[src/hw/rtl/rmcg_pkg.sv]
// ----------------------------------------------------------------------------
// rmcg_pkg
// Shared types and constants of the rgb max-channel gradient magnitude block.
// ----------------------------------------------------------------------------
package rmcg_pkg;

   // sample and pixel geometry
   localparam int SAMPLE_W = 16;
   localparam int CHANNELS = 3;
   localparam int PIXEL_W  = SAMPLE_W * CHANNELS;
   localparam int GRAD_W   = SAMPLE_W + 1;

   // configuration registers
   localparam int FRAME_WIDTH_W  = 13;
   localparam int FRAME_HEIGHT_W = 16;
   localparam int FRAME_WIDTH_RST  = 640;
   localparam int FRAME_HEIGHT_RST = 480;
   localparam int MIN_DIM          = 3;
   localparam int CSR_INDEX_W      = 1;
   localparam int CSR_DATA_W       = 16;

   localparam logic [CSR_INDEX_W-1:0] CSR_FRAME_WIDTH  = 1'b0;
   localparam logic [CSR_INDEX_W-1:0] CSR_FRAME_HEIGHT = 1'b1;

   // line store depth default
   localparam int MAX_LINE_WIDTH_DEF = 4096;

   // queue between front and back
   localparam int QUEUE_DEPTH   = 4;
   localparam int QUEUE_LEVEL_W = $clog2(QUEUE_DEPTH + 1);

   // one line store column: two rows of the same column
   typedef struct packed {
      logic [PIXEL_W-1:0] older;
      logic [PIXEL_W-1:0] newer;
   } line_entry_type;

   // per-channel l1 sums of one interior pixel
   typedef struct packed {
      logic                           frame_last;
      logic [CHANNELS-1:0][GRAD_W-1:0] sum;
   } grad_sums_type;

endpackage

[src/hw/rtl/rmcg_queue.sv]
// ----------------------------------------------------------------------------
// rmcg_queue
// Short register queue of per-channel sums between front and back.
// ----------------------------------------------------------------------------
module rmcg_queue import rmcg_pkg::*; (
   input  logic                     clock,
   input  logic                     reset,
   input  logic                     push,
   input  grad_sums_type            wdata,
   input  logic                     pop,
   output grad_sums_type            rdata,
   output logic                     empty,
   output logic [QUEUE_LEVEL_W-1:0] level
);

   localparam int PTR_W = $clog2(QUEUE_DEPTH);

   grad_sums_type              slot_ff [QUEUE_DEPTH];
   logic [PTR_W-1:0]           wr_ptr_ff, rd_ptr_ff;
   logic [QUEUE_LEVEL_W-1:0]   level_ff, level_in;

   // pointers and fill level
   always_comb begin
      level_in = level_ff;
      case ({push, pop})
         2'b10:   level_in = level_ff + QUEUE_LEVEL_W'(1);
         2'b01:   level_in = level_ff - QUEUE_LEVEL_W'(1);
         default: level_in = level_ff;
      endcase
   end

   always_ff @(posedge clock) begin
      if (reset) begin
         wr_ptr_ff <= '0;
         rd_ptr_ff <= '0;
         level_ff  <= '0;
      end else begin
         if (push) begin
            wr_ptr_ff <= wr_ptr_ff + PTR_W'(1);
         end
         if (pop) begin
            rd_ptr_ff <= rd_ptr_ff + PTR_W'(1);
         end
         level_ff <= level_in;
      end
   end

   // slot storage
   always_ff @(posedge clock) begin
      if (push) begin
         slot_ff[wr_ptr_ff] <= wdata;
      end
   end

   assign rdata = slot_ff[rd_ptr_ff];
   assign empty = (level_ff == '0);
   assign level = level_ff;

endmodule

[config.mk]
export PLATFORM = sky130hd
export DESIGN_NAME = rmcg_queue
export DESIGN_NICKNAME = d
export VERILOG_FILES = /design/src/hw/rtl/rmcg_pkg.sv /design/src/hw/rtl/rmcg_queue.sv
export SDC_FILE = /design/constraint.sdc
export NUM_CORES = 1
export LEC_CHECK = 0
export ABC_CLOCK_PERIOD_IN_PS = 5000
export BUFFER_PORTS_ARGS = -buffer_cell sky130_fd_sc_hd__buf_2
export CORE_ASPECT_RATIO = 1.1
export CORE_MARGIN = 1.5
export CORE_UTILIZATION = 60
export DETAILED_ROUTE_END_ITERATION = 12
export MAX_ROUTING_LAYER = met4
export PLACE_DENSITY = 0.92
export REMOVE_ABC_BUFFERS = 1
export SLEW_MARGIN = 20
export SYNTH_ARGS = -nofsm -noshare
export SYNTH_HDL_FRONTEND = slang
export SYNTH_SLANG_ARGS = --single-unit
[constraint.sdc]
create_clock -name clock -period 5 [get_ports clock]
set_clock_uncertainty 0.05 [all_clocks]
set_input_delay 0.5 -clock clock [delete_from_list [all_inputs] [get_ports clock]]
set_output_delay 0.5 -clock clock [all_outputs]
set_load 0.02 [all_outputs]
==> results of run 1 <==
state kept, by name (all words and copies together) (netlist names), named ones only:
register and cells:
slot_ff 208, level 3, rd_ptr_ff 2, wr_ptr_ff 2
where the power goes:
| part | leakage (nW) | switching [mW] | internal, mW |
|---|---|---|---|
| clock network | 0.304 | 0.599 | 0.805 |
| logic | 0.886 | 0.237 | 0.175 |
| registers | 1.99 | 0.0436 | 2.09 |
| total | 3.18 | 0.880 | 3.07 |
cells by family (layout without fill, tap and decap cells):
family          after synthesis  count (layout)
compound gates                3               3
xor+xnor                      5               5
fa+ha+maj                     6               6
buf+inv                      19             160
flops                       217             217
mux                          53              53
simple gates                 15              15
critical path: cells and delay by family (launching register included):
kind,cells,cell delay [ns]
multiplexers,1,0.39
flip-flops,1,0.78
buffers and inverters,2,0.67
layer usage:
layer	vias to the layer above	track usage, %
li1	1588	-
met1	1850	25.7
met2	110	34.5
met3	18	3.55
met4	0	4.77
met5	-	-
layout make-up:
class / count / area (sq um)
clock buffers: 29 / 576
clock inverters: 8 / 41.3
fillers: 807 / 3810
inverters: 6 / 22.5
multi-input cells: 82 / 1410
flip-flops and latches: 217 / 6430
well taps: 161 / 201
repair buffers: 117 / 613
worst paths after layout:
path | depth (start not counted) | slack, ns | end
hold reg to reg | 2 | 0.49 | flop
hold / removal | 1 | 0.18 | slot_ff[2][41]
setup reg to reg | 4 | 2.92 | slot_ff[0][24]
setup / recovery | 3 | 2.13 | rdata[45]
cells in the final DEF (no fill, tap or decap), drive strengths merged:
master / count
nand2: 1
or3: 1
o21ai: 1
mux2i: 1
and2: 4
xnor2: 2
edfxtp: 208
xor2: 3
nor3: 1
dfxtp: 9
buf: 117
a21oi: 2
inv: 7
nor2: 8
fa: 1
ha: 5
clkinv: 7
clkbuf: 29
mux4: 52
==> summary.txt, run 1 <==
H-tree Lvls: 1
vias: 3566
Total Wirelength: 13400 um
Inserted Diodes: 0
post-synthesis cell area: 7990 sq um
Final WS setup: 2.13 ns
Fin. Hold Viols: 0
first-pass GRT wire length: 20300 um
count leader, synth: edfxtp_1
Die Y: 124 um
Synth area leaders: edfxtp_1 (78%), mux4_2 (14%), dfxtp_1 (2.3%)
CP peak stage delay: 0.78 ns
non-filler instance count after layout: 620
# port buffers: 111
fraction of layout cells with a size suffix above 1: 43.6%
initial antenna violation count: 0
wire per inst: 21.6 um
Congestion Overflow GR: 0
Area Overhead vs Synth: 16.2%
Seq cells post-synth: 217
Core Util, Final: 70.9%
Slew Limit Fails: 0
launch point of the worst reg-to-reg path: wr_ptr_ff[0]
fin area: 9290 sq um
HP Class: in -> reg
Setup violations, final: 0
Sink Count: 217
worst slew pin tran: 0.691 ns
largest net degree at the start of global routing: 53
DIE AREA: 14000 sq um
Leak: 3.18 nW
leading cell types by count after synthesis: edfxtp_1 (208), mux4_2 (50), dfxtp_1 (9), nor2_1 (8), inv_1 (6)
Rel. slew slack: 53.9%
DRT met1 WL: 5440 um
Total GRT Usage: 20.1%
Worst path slowest cell: dfxtp_2
Starting Density: 61.0%
vias per cell: 5.75
yosys warns: 0
drt pass-1 iters: 4
Cell Rows: 44
largest area contributor in the netlist: edfxtp_1
Syn Inst Count: 318
Seq/Total Area, Yosys: 80.4%
simple logic cell fraction of the synthesized area: 0.877%
Fmax: 349 MHz
TritonCTS Buffers: 21
Overall Power: 3.95 mW
Die Wd: 113 um
mux cell area share after synthesis: 14.9%
Top FF cell, synth: edfxtp_1
post_cts resized: 0
crit path time final: 2.87 ns
CP max FO: 27
Root Buffer Master: clkbuf_16
Post-Place Cells: 582
metal3 WL: 640 um
CTS max path bufs: 3
complex-gate fraction of the synthesized area: 0.188%
Mapped Avg Cell Area: 25.1 sq um
Detailed Place HPWL: 7940 um
Reg clk slew, reported paths: 0.06 ns
Core Area: 13100 sq um
Synth Area in Adders: 1.03%
status: completed
Synth Area in XOR/XNOR: 0.548%
clock latency on the worst-skew pair: 0.47 ns
Final period util: 57.4%
RSZ-0062 raised after global routing: false
hold slack: 0.183 ns
CP cell instances: buf_4, mux4_2, buf_2
crit path kind: reg -> out
Max Used Layer: met4
fin nets: 507
dpl cell area: 8650 sq um
CTS tree: built
WP data required: 4.45 ns
Yosys cell types: 21
critical path endpoint category: primary output
Cell Pwr Density: 425 nW/um^2
vias in the first global route: 3747
RePlAce Congestion: 0.667
type of origin of the critical path: flop
Placement Setup Slack: 2.49 ns
Hold Startpoint: wdata[41]
EDFF count, synth: 208
Post-CTS Setup Inserts: 0
TNS Setup: 0 ns
met2 WL: 7110 um
Critical Path AT: 2.32 ns
Max-Cap Viols: 0
share of the synthesized area in the top cell type: 78.1%
main combinational cell family by area after synthesis: multiplexers
Ports: 112
worst vdd ir: 340 uV
number of routed nets with antenna violations: 0
Post-CTS Hold Buffers: 0
initial drt markers: 229
DRC viols: 0
share of flip-flops with an asynchronous set or reset: 0%
(Power assumes the default switching activity.)
==> run 2: changes to the inputs <==
--- a/config.mk
+++ b/config.mk
@@ -5,14 +5,14 @@
 export SDC_FILE = /design/constraint.sdc
 export NUM_CORES = 1
 export LEC_CHECK = 0
-export ABC_CLOCK_PERIOD_IN_PS = 5000
+export ABC_CLOCK_PERIOD_IN_PS = 2900
 export BUFFER_PORTS_ARGS = -buffer_cell sky130_fd_sc_hd__buf_2
 export CORE_ASPECT_RATIO = 1.1
 export CORE_MARGIN = 1.5
-export CORE_UTILIZATION = 60
+export CORE_UTILIZATION = 57
 export DETAILED_ROUTE_END_ITERATION = 12
 export MAX_ROUTING_LAYER = met4
-export PLACE_DENSITY = 0.92
+export PLACE_DENSITY = 0.88
 export REMOVE_ABC_BUFFERS = 1
 export SLEW_MARGIN = 20
 export SYNTH_ARGS = -nofsm -noshare
==> constraint.sdc (replaced) <==
create_clock -name clock -period 2.9 [get_ports clock]
set_clock_uncertainty 0.05 [all_clocks]
set_input_delay 0.29 -clock clock [delete_from_list [all_inputs] [get_ports clock]]
set_output_delay 0.29 -clock clock [all_outputs]
set_load 0.02 [all_outputs]
==> run 2 against run 1 <==
Net effect: worst setup slack lost 1.8 ns; sequential share of layout area shrank 4.3 points; sequential power grew 72%; final cell count grew 13%; final area grew 6.6%; count of clock-buffer cells in the layout shrank 2; critical path type unchanged; critical endpoint is now rdata[25]; worst hold slack lost 0.15 ns.
==> summary.txt, run 2 (synthesis gave the netlist of run 1 again) <==
met1 Usage GRT: 23.9% (-1.8 points)
worst vdd ir: 670 uV (+97%)
Inserted Diodes: 0 (unchanged)
initial drt markers: 345 (+51%)
Slew Limit Fails: 0 (unchanged)
first-pass GRT wire length: 21100 um (+4.0%)
Post-Place Cells: 612 (+5.2%)
CP max FO: 26 (-3.7%)
most frequent cells in the layout: edfxtp_1 (208), buf_2 (111), dlygate4sd3_1 (52)
Overall Power: 6.87 mW (+74%)
Rel. slew slack: 48.2% (-5.7 points)
crit path kind: reg -> out
most common cell after layout, fill and taps aside: edfxtp_1
largest net degree at the start of global routing: 53 (unchanged)
fraction of layout cells with a size suffix above 1: 39.3% (-4.3 points)
Sink Count: 217 (unchanged)
Reg clk slew, reported paths: 0.06 ns (about the same)
vias in the first global route: 4097 (+9.3%)
Fmax: 397 MHz
vias: 3831 (+7.4%)
GRT met2 Usage: 34.4% (-0.041 points)
# port buffers: 111 (unchanged)
Die Wd: 116 um (+2.5%)
P_sw: 1.51 mW (+71%)
type of origin of the critical path: flop
wire per inst: 19.4 um (-10%)
Gate power share: 11.4% (+1.0 points)
Die Y: 127 um (+2.5%)
RePlAce Congestion: 0.724 (+8.6%)
power share of the clock group: 35.3% (-0.3 points)
hold slack: 0.0345 ns (-0.148 ns)
crit path time final: 2.52 ns
DRC viols: 0 (unchanged)
Congestion Overflow GR: 0 (unchanged)
number of routed nets with antenna violations: 0 (unchanged)
Total Wirelength: 13600 um (+1.6%)
Critical Path AT: 2.18 ns (-0.14 ns)
initial antenna violation count: 0 (unchanged)
met3 Track Usage GR: 3.46% (-0.089 points)
worst slew pin tran: 0.777 ns (+0.0859 ns)
Final period util: 86.8%
drt pass-1 iters: 4 (unchanged)
post_cts resized: 0 (unchanged)
Cell Rows: 45 (+2.3%)
Flop pwr share: 53.3% (-0.7 points)
non-filler instance count after layout: 700 (+13%)
Fin. Hold Viols: 0 (unchanged)
Area Overhead vs Synth: 23.9%
Max-Cap Viols: 0 (unchanged)
status: completed
Total GRT Usage: 19.8% (-0.35 points)
Pint: 5.37 mW (+75%)
Setup violations, final: 0 (unchanged)
fin nets: 560 (+10%)
HP Class: in -> reg
Core Area: 13700 sq um (+4.9%)
busiest grt layer: met2
CTS tree: built
Leak: 3.41 nW (+7.5%)
Final WS setup: 0.382 ns (-1.75 ns)
RSZ-0062 raised after global routing: false
Switching Share: 21.9% (-0.40 points)
Root Buffer Master: clkbuf_16
vias per cell: 5.47 (-4.8%)
Detailed Place HPWL: 7770 um (-2.1%)
H-tree Lvls: 1 (unchanged)
DIE AREA: 14700 sq um (+5.1%)
critical path endpoint category: primary output
Cell Pwr Density: 694 nW/um^2 (+63%)
max reg flops: 208 (unchanged)
WP data required: 2.56 ns (-1.89 ns)
TritonCTS Buffers: 20 (-4.8%)
clock latency on the worst-skew pair: 0.48 ns (about the same)
Reg with most FFs: slot_ff
Ports: 112 (unchanged)
Starting Density: 58.2% (-2.8 points)
CTS max path bufs: 3 (unchanged)
Placement Setup Slack: 0.806 ns (-1.68 ns)
run 2: final cells by class:
| cell class | instances | area (sq um) |
|---|---|---|
| inverter | 6 | 22.5 |
| tap | 188 | 235 |
| sequential | 217 | 6430 |
| fill | 832 | 3830 |
| multi-input combinational | 82 | 1410 |
| timing repair buffer | 171 | 1200 |
| clock inverter | 9 | 65.1 |
| clock buffer | 27 | 548 |
run 2: through the flow:
step / instance area [sq um] / util (%) / setup TNS, ns
4_1_cts: 9910 / 72.1 / 0
2_1_floorplan: 7850 / - / -20.46
5_1_grt: 9910 / 72.1 / 0
3_3_place_gp: 8770 / 63.9 / 0
6_report: 9910 / 72.1 / 0
3_5_place_dp: 8770 / 63.9 / 0
run 2: layer usage:
metal  part of all wire, %  vias up
met5                     0        -
met4                   1.7        0
met3                   5.8       18
met2                    54      142
met1                    39     1971
li1                      -     1700
run 2: power by group through the flow:
stage | Combinational (mW) | Sequential, mW | Clock [mW]
CTS | 0.797 | 3.67 | 2.50
detailed placement | 0.740 | 3.73 | 0
global route | 0.847 | 3.68 | 2.61
finish | 0.787 | 3.66 | 2.43
global placement | 0.726 | 3.72 | 0
floorplan | 0.436 | 3.75 | 0
run 2: critical path, cell delays in order, from the launching register on:
cell and delay (ns):
dfxtp_4 0.68, buf_12 0.27, mux4_2 0.55, buf_2 0.18
run 2: worst paths after layout:
kind | startpoint | to | slack, ns | cells after the start
setup / recovery | flop | rdata[25] | 0.38 | 3
hold / removal | reset | level[2] | 0.03 | 2
setup reg to reg | wr_ptr_ff[1] | slot_ff[1][36] | 1.08 | 4
hold reg to reg | level[2] | level[2] | 0.48 | 2
run 2: repair_timing:
action                                  CTS  global route
hold endpoints to repair                208             0
hold buffers                             52             0
setup buffers                             0             0
endpoints found under the setup margin    0             0
