`src/hw/rtl/rmcg_pkg.sv`:
```
// ----------------------------------------------------------------------------
// rmcg_pkg
// Shared types and constants of the rgb max-channel gradient magnitude block.
// ----------------------------------------------------------------------------
package rmcg_pkg;

   // sample and pixel geometry
   localparam int SAMPLE_W = 16;
   localparam int CHANNELS = 3;
   localparam int PIXEL_W  = SAMPLE_W * CHANNELS;
   localparam int GRAD_W   = SAMPLE_W + 1;

   // configuration registers
   localparam int FRAME_WIDTH_W  = 13;
   localparam int FRAME_HEIGHT_W = 16;
   localparam int FRAME_WIDTH_RST  = 640;
   localparam int FRAME_HEIGHT_RST = 480;
   localparam int MIN_DIM          = 3;
   localparam int CSR_INDEX_W      = 1;
   localparam int CSR_DATA_W       = 16;

   localparam logic [CSR_INDEX_W-1:0] CSR_FRAME_WIDTH  = 1'b0;
   localparam logic [CSR_INDEX_W-1:0] CSR_FRAME_HEIGHT = 1'b1;

   // line store depth default
   localparam int MAX_LINE_WIDTH_DEF = 4096;

   // queue between front and back
   localparam int QUEUE_DEPTH   = 4;
   localparam int QUEUE_LEVEL_W = $clog2(QUEUE_DEPTH + 1);

   // one line store column: two rows of the same column
   typedef struct packed {
      logic [PIXEL_W-1:0] older;
      logic [PIXEL_W-1:0] newer;
   } line_entry_type;

   // per-channel l1 sums of one interior pixel
   typedef struct packed {
      logic                           frame_last;
      logic [CHANNELS-1:0][GRAD_W-1:0] sum;
   } grad_sums_type;

endpackage

```
`src/hw/rtl/rmcg_back.sv`:
```
// ----------------------------------------------------------------------------
// rmcg_back
// Takes per-channel sums from the queue, picks the largest channel and holds
// the result beat in the output register.
// ----------------------------------------------------------------------------
module rmcg_back import rmcg_pkg::*; (
   input  logic              clock,
   input  logic              reset,
   input  logic              q_empty,
   input  grad_sums_type     q_rdata,
   output logic              q_pop,
   output logic              rsp_empty,
   input  logic              rsp_pop,
   output logic [GRAD_W-1:0] rsp_grad_mag,
   output logic              rsp_frame_last
);

   logic              out_val_ff, out_val_in;
   logic [GRAD_W-1:0] grad_ff, grad_in;
   logic              flast_ff;
   logic [GRAD_W-1:0] max_rg;

   // load when the output register is free or being drained
   assign q_pop = ~q_empty & (~out_val_ff | rsp_pop);

   // largest of the three channels
   always_comb begin
      max_rg  = (q_rdata.sum[2] > q_rdata.sum[1]) ? q_rdata.sum[2] : q_rdata.sum[1];
      grad_in = (max_rg > q_rdata.sum[0]) ? max_rg : q_rdata.sum[0];
   end

   always_comb begin
      out_val_in = out_val_ff;
      if (q_pop) begin
         out_val_in = 1'b1;
      end else if (rsp_pop) begin
         out_val_in = 1'b0;
      end
   end

   always_ff @(posedge clock) begin
      if (reset) begin
         out_val_ff <= 1'b0;
      end else begin
         out_val_ff <= out_val_in;
      end
   end

   // result payload
   always_ff @(posedge clock) begin
      if (q_pop) begin
         grad_ff  <= grad_in;
         flast_ff <= q_rdata.frame_last;
      end
   end

   assign rsp_empty      = ~out_val_ff;
   assign rsp_grad_mag   = grad_ff;
   assign rsp_frame_last = flast_ff;

endmodule

```
`config.mk`:
```
export PLATFORM = sky130hd
export DESIGN_NAME = rmcg_back
export DESIGN_NICKNAME = d
export VERILOG_FILES = /design/src/hw/rtl/rmcg_pkg.sv /design/src/hw/rtl/rmcg_back.sv
export SDC_FILE = /design/constraint.sdc
export NUM_CORES = 1
export LEC_CHECK = 0
export BUFFER_PORTS_ARGS = -buffer_cell sky130_fd_sc_hd__buf_4
export CAP_MARGIN = 40
export CORE_ASPECT_RATIO = 1.25
export CORE_MARGIN = 5
export CORE_UTILIZATION = 50
export DETAILED_ROUTE_END_ITERATION = 10
export GPL_ROUTABILITY_DRIVEN = 0
export GPL_TIMING_DRIVEN = 0
export HOLD_SLACK_MARGIN = 0.06
export PLACE_DENSITY = 0.79
export SYNTH_ARGS = -nofsm -noshare
export SYNTH_HDL_FRONTEND = slang
export SYNTH_SLANG_ARGS = --single-unit
export TNS_END_PERCENT = 5
```
`constraint.sdc`:
```
create_clock -name clock -period 4.6 [get_ports clock]
set_input_delay 0.46 -clock clock [delete_from_list [all_inputs] [get_ports clock]]
set_output_delay 0.46 -clock clock [all_outputs]
set_load 0.005 [all_outputs]
```
==> metrics.md, run 1 <==
| Metric | Value |
|---|---|
| Worst-Margin Slew | 0.8765 ns |
| # hold bufs at CTS | 0 |
| Metal3 WL | 256 um |
| Setup bufs post-CTS | 0 |
| Sw power | 0.0001732 W |
| Number of I/O pins | 76 |
| Synthesized cell area | 1948 um2 |
| Pre-CTS worst setup slack | 0.07884 ns |
| Outcome | complete, no violations |
| Total clock sinks | 19 |
| Largest net degree at the start of global routing | 11 |
| Hold slack | 0.3517 ns |
| Slew HR | 41.44% |
| Clk_lat worst skew | 0.26 ns |
| Pint | 0.0004339 W |
| GRT Overall Usage | 16.98% |
| Fillcell total | 298 |
| Layout cells sized above 1 | 44.03% |
| Fin. Hold Viols | 0 |
| Core area | 3785 um2 |
| Clk pwr share | 18.9% |
| Die extent in y | 79.79 um |
| Row cnt | 25 |
| DRC | 0 |
| Sequential power share | 36.3% |
| Diodes inserted | 0 |
| Synth top area cells | edfxtp_1 (28%), ha_1 (22%), mux2_4 (14%) |
| Mapped Nets | 278 |
| Initial antenna violation count | 0 |
| CTS root buffer | clkbuf_8 |
| Min-delay worst type | in2reg |
| Vias in the first global route | 1583 |
| First-pass detailed-route iteration total | 4 |
| Remaining antenna violation count | 0 |
| Met2 routed WL | 2355 um |
| RSZ-0062 raised after global routing | no |
| Top cell type's share of synthesized area | 27.75% |
| Final core occ | 69.62% |
| Pwr Density | 230.4 nW/um2 |
| Width of the chip | 65.83 um |
| Nets | 359 |
| Total global routing overflow | 0 |
| Crit path kind | in2reg |
| Combinational power share | 44.8% |
| Minimum clock period | 4.256 ns |
| Worst Path Required | 4.61 ns |
| WL per Instance | 13.44 um |
| Max Clk Rate | 235.0 MHz |
| Initial Util | 51.47% |
| DR iter-0 viols | 60 |
| Max clock buf depth | 2 |
| Finished Layout Cells | 322 |
| First-pass GRT wire length | 6844 um |
| Synth cell types | 28 |
| Period utilization | 92.52% |
| Nature of the critical path endpoint | flop |
| Crit start category | input pin |
| Number of synthesized flops with an enable pin | 18 |
| Leakage Power | 1.370 nW |
| Max-slew violation count | 0 |
| Vias per cell | 4.997 |
| Top Layer Used | met4 |
| DIE AREA | 5253 um2 |
| Synth warnings | 0 |
| Setup TNS | 0 ns |
| Maximum capacitance violations | 0 |
| Syn Area/Cell | 10.36 um2 |
| Ys flop type | edfxtp_1 |
| Clock Skew | 0.0005723 ns |
| Sequential share of the synthesized area | 28.77% |
| Number of port buffers | 75 |
| Placed instance count | 318 |
| Max FO, Critical Path | 10 |
| Switching Share | 28.52% |
| Final wirelength | 4327 um |
| Final HPWL DP | 3785 um |
| Clock Pin Slew Worst Setup and Hold Paths | 0.07 ns |
| CTS Buf Count | 3 |
| Synth-to-Final Area Change | 35.26% |
| Post_cts resized | 0 |
| Yosys top cell by area | edfxtp_1 |
| CTS H-tree depth | 1 |
| Via count | 1609 |
| Maximum vdd ir drop | 0.00009811 V |
| Register bit total from synthesis | 19 |
| Final WS setup | 0.3439 ns |
| Async S/R FF share, synth | 0% |
| WP data arrival | 4.26 ns |
| Post-Synthesis Cells | 188 |
| Met1 WL | 1653 um |
| Final setup vio count | 0 |
| CTS tree | done |
==> power groups by stage <==
stage          Sequential (W)  Clock (W)  Combinational, W
2_1_floorplan        0.000227          0          0.000166
3_3_place_gp         0.000224          0          0.000262
3_5_place_dp         0.000224          0          0.000272
4_1_cts              0.000221   0.000117          0.000275
5_1_grt              0.000222   0.000120          0.000300
6_report             0.000220   0.000115          0.000272
==> cells in the final DEF (no fill, tap or decap) <==
master	n
and2_2	1
nor2b_1	1
nor4_2	1
a31oi_4	1
nand3_1	5
ha_1	34
o21ai_1	1
o31a_1	1
nand2_1	12
o211ai_1	1
clkbuf_8	3
buf_2	1
o21ai_0	5
buf_4	75
a221oi_1	1
dfxtp_1	1
nand4_2	1
mux2i_1	2
clkbuf_1	1
a21oi_1	16
buf_6	1
edfxtp_1	18
inv_1	38
buf_12	1
mux2_2	14
a21oi_2	1
a21boi_0	1
nand4_1	2
and4_1	2
mux2_4	18
nor2_1	6
nand2b_1	2
==> synthesized netlist by cell type (2+ instances only) <==
cell type,n
nand4_1,2
mux2_4,18
inv_1,38
ha_1,34
nor2_1,6
mux2_2,14
nand3_1,5
o21ai_0,5
mux2i_1,2
a21oi_1,16
nand2_1,12
nand2b_1,2
and4_1,2
edfxtp_1,18
==> worst paths after layout <==
path	startpoint	end	slack [ns]	depth (start not counted)
setup / recovery	q_rdata[50]	rsp_grad_mag[12]	0.34	16
hold / removal	reset	out_val_ff	0.35	2
setup reg to reg	out_val_ff	rsp_grad_mag[4]	2.97	3
hold reg to reg	out_val_ff	out_val_ff	0.49	2
==> routing by layer <==
layer | track usage [%] | up-vias
met5 | 0 | -
met4 | 6.846 | 0
met3 | 1.690 | 6
met2 | 33.40 | 45
met1 | 17.73 | 733
li1 | - | 825
==> critical path: stages <==
cell and delay [ns]:
buf_4 0.11, ha_1 0.31, nand4_2 0.15, nor4_2 0.32
o21ai_1 0.19, a31oi_4 0.33, buf_12 0.20, mux2_4 0.32
ha_1 0.30, nand2_1 0.06, nor2_1 0.12, o31a_1 0.15
o211ai_1 0.10, a21oi_2 0.39, buf_2 0.40, mux2_4 0.34
==> cell type report <==
type | instances | area [um2] | share of cell area (%)
clock buffer | 4 | 45.04 | 1.709
multi-input combinational | 129 | 1220 | 46.30
buffer | 2 | 25.02 | 0.9497
sequential | 19 | 560.5 | 21.27
timing repair buffer | 76 | 574.3 | 21.79
tap | 54 | 67.56 | 2.564
inverter | 38 | 142.6 | 5.413
==> sequential cells by signal, indices dropped and copies added (netlist names) <==
name            cells
rsp_grad_mag       17
out_val_ff          1
rsp_frame_last      1
==> metrics by stage <==
step / instance area, um2 / total power (W)
2_1_floorplan: 1948 / 0.0003930
3_5_place_dp: 2590 / 0.0004962
6_report: 2635 / 0.0006071
5_1_grt: 2635 / 0.0006423
4_1_cts: 2635 / 0.0006118
3_3_place_gp: 2579 / 0.0004858
==> kinds of logic after synthesis <==
logic type | synth area share (%)
mux | 22.99
fa+ha+maj | 21.84
flops | 28.77
simple gates | 8.927
compound gates | 8.863
buf+inv | 8.606
Power figures use the tool's default switching activity.
==> run 2, diff against run 1 <==
--- a/config.mk
+++ b/config.mk
@@ -14,7 +14,8 @@
 export GPL_ROUTABILITY_DRIVEN = 0
 export GPL_TIMING_DRIVEN = 0
 export HOLD_SLACK_MARGIN = 0.06
-export PLACE_DENSITY = 0.79
+export PLACE_DENSITY = 0.85
+export REMOVE_ABC_BUFFERS = 1
 export SYNTH_ARGS = -nofsm -noshare
 export SYNTH_HDL_FRONTEND = slang
 export SYNTH_SLANG_ARGS = --single-unit
==> metrics.md, run 2 (synthesis results as in run 1) <==
| Metric | Value |
|---|---|
| Outcome | complete, no violations |
| Max-slew violation count | 0 (unchanged) |
| Synth-to-Final Area Change | 36.09% |
| RSZ-0062 raised after global routing | no |
| First-pass detailed-route iteration total | 4 (unchanged) |
| Fillcell total | 301 (+1.0%) |
| Clock Pin Slew Worst Setup and Hold Paths | 0.07 ns (about the same) |
| Final wirelength | 4265 um (-1.4%) |
| Switching Share | 27.84% (-0.68 points) |
| Max clock buf depth | 2 (unchanged) |
| Core area | 3785 um2 (unchanged) |
| WL per Instance | 13.12 um (-2.3%) |
| Die extent in y | 79.79 um (unchanged) |
| Row cnt | 25 (unchanged) |
| DR iter-0 viols | 23 (-62%) |
| Minimum clock period | 4.281 ns (+0.02529 ns) |
| Remaining antenna violation count | 0 (unchanged) |
| Period utilization | 93.07% (+0.55 points) |
| Width of the chip | 65.83 um (unchanged) |
| Final HPWL DP | 3752 um (-0.86%) |
| First-pass GRT wire length | 6527 um (-4.6%) |
| Area after DPL | 2576 um2 (-0.53%) |
| Slew HR | 49.39% (+7.9 points) |
| Maximum vdd ir drop | 0.0001122 V (+14%) |
| Nets | 362 (+0.84%) |
| CTS H-tree depth | 1 (unchanged) |
| Clock Skew | 0.004732 ns (+0.004160 ns) |
| Combinational power share | 45.5% (+0.7 points) |
| Pwr Density | 228.4 nW/um2 (-0.84%) |
| Final instance area | 2651 um2 (+0.62%) |
| Sequential power share | 36.5% (+0.2 points) |
| # hold bufs at CTS | 0 (unchanged) |
| Area occupied by multi-input gates | 1220 um2 (unchanged) |
| Critical Path, Cell by Cell | buf_4, inv_1, ha_1, nand4_1, nor4_2, o21ai_1, a31oi_4, buf_4, mux2_4, ha_1, nand2_1, o21ai_0, a221oi_1, a21oi_2, buf_6, mux2_2 |
| DIE AREA | 5253 um2 (unchanged) |
| Initial antenna violation count | 0 (unchanged) |
| Max stage delay on crit path | 0.56 ns (+0.16 ns) |
| Leakage Power | 1.382 nW (+0.90%) |
| Maximum capacitance violations | 0 (unchanged) |
| Crit start category | input pin |
| GRT Overall Usage | 16.04% (-0.94 points) |
| Worst Path Required | 4.60 ns (about the same) |
| Number of port buffers | 75 (unchanged) |
| Final setup vio count | 0 (unchanged) |
| Max Clk Rate | 233.6 MHz (-0.59%) |
| Largest register FFs | 17 (unchanged) |
| Total global routing overflow | 0 (unchanged) |
| Slowest library cell on the worst path | a21oi_2 |
| Crit path kind | in2reg |
| Total clock sinks | 19 (unchanged) |
| Largest net degree at the start of global routing | 17 (+6) |
| Via count | 1635 (+1.6%) |
| FF+latch area | 560.5 um2 (unchanged) |
| Vias per cell | 5.031 (+0.68%) |
| Worst-Margin Slew | 0.7576 ns (-0.1190 ns) |
| Pint | 0.0004371 W (+0.72%) |
| CTS Buf Count | 3 (unchanged) |
| Initial Util | 51.47% (unchanged) |
| Hold slack | 0.3591 ns (+0.007417 ns) |
| DRC | 0 (unchanged) |
| Clk pwr share | 18.0% (-0.9 points) |
| Fin. Hold Viols | 0 (unchanged) |
| Nature of the critical path endpoint | flop |
| Commonest non-fill, non-tap cell in the layout | buf_4 |
| Sw power | 0.0001686 W (-2.6%) |
| Layout cells sized above 1 | 44.65% (+0.62 points) |
| Diodes inserted | 0 (unchanged) |
| Vias in the first global route | 1555 (-1.8%) |
| Clk_lat worst skew | 0.25 ns (about the same) |
| Number of I/O pins | 76 (unchanged) |
| CTS tree | done |
| CTS root buffer | clkbuf_8 |
| Max FO, Critical Path | 10 (unchanged) |
| WP data arrival | 4.28 ns (+0.02 ns) |
| Min-delay worst type | in2reg |
| Most frequent cells in the layout | buf_4 (79), inv_1 (38), ha_1 (34), mux2_4 (18), edfxtp_1 (18) |
run 2: cell count changes in the layout (fill, tap and decap cells not counted), sizes merged:
cell,before,now
buf,78,81
run 2: per-stage QoR:
step | setup slack [ns] | util, % | power (W) | cells | setup TNS (ns)
detailed placement | -0.2107 | 68.07 | 0.0004952 | 317 | -1.515
global route | 0.1082 | 70.05 | 0.0006454 | 325 | 0
floorplan | 0.2708 | - | 0.0003875 | 186 | 0
CTS | 0.07613 | 69.26 | 0.0006050 | 321 | 0
finish | 0.3186 | 70.05 | 0.0006057 | 325 | 0
global placement | -0.3376 | 67.47 | 0.0004795 | 315 | -4.748
run 2: cell type report:
| class | instances | area share (%) |
|---|---|---|
| inverters | 38 | 5.380 |
| well taps | 54 | 2.548 |
| flip-flops and latches | 19 | 21.14 |
| multi-input cells | 129 | 46.01 |
| clock buffers | 4 | 1.699 |
| repair buffers | 81 | 23.22 |
run 2: power by group through the flow:
| stage | sequential (W) | combinational [W] | clock, W |
|---|---|---|---|
| floorplan | 0.000227 | 0.000160 | 0 |
| global placement | 0.000224 | 0.000256 | 0 |
| detailed placement | 0.000225 | 0.000270 | 0 |
| CTS | 0.000221 | 0.000272 | 0.000112 |
| global route | 0.000223 | 0.000304 | 0.000119 |
| finish | 0.000221 | 0.000275 | 0.000109 |
run 2: repair_timing:
item                                    4_1_cts  5_1_grt
resized for setup                             0        0
setup buffers                                 0        4
endpoints found under the setup margin        0        8
run 2: critical path, delay by kind of cell:
family / cells / cell delay [ns]
AOI/OAI and AO/OA: 5 / 1.41
muxes: 2 / 0.67
adders and majority gates: 2 / 0.60
buffers and inverters: 4 / 0.62
and+or+nand+nor: 3 / 0.53
run 2: layer usage:
| metal | vias up | track usage [%] | routed length (um) |
|---|---|---|---|
| li1 | 829 | - | - |
| met1 | 751 | 16.40 | 1600 |
| met2 | 47 | 32.10 | 2345 |
| met3 | 8 | 1.690 | 214 |
| met4 | 0 | 6.017 | 106 |
| met5 | - | 0 | 0 |
run 2: final timing paths:
path / from / end / slack, ns / depth (start not counted)
worst max-delay path: q_rdata[29] / rsp_grad_mag[16] / 0.32 / 16
worst min-delay path: reset / out_val_ff / 0.36 / 2
worst max register to register: out_val_ff / rsp_grad_mag[2] / 3.05 / 3
worst min register to register: out_val_ff / out_val_ff / 0.50 / 2
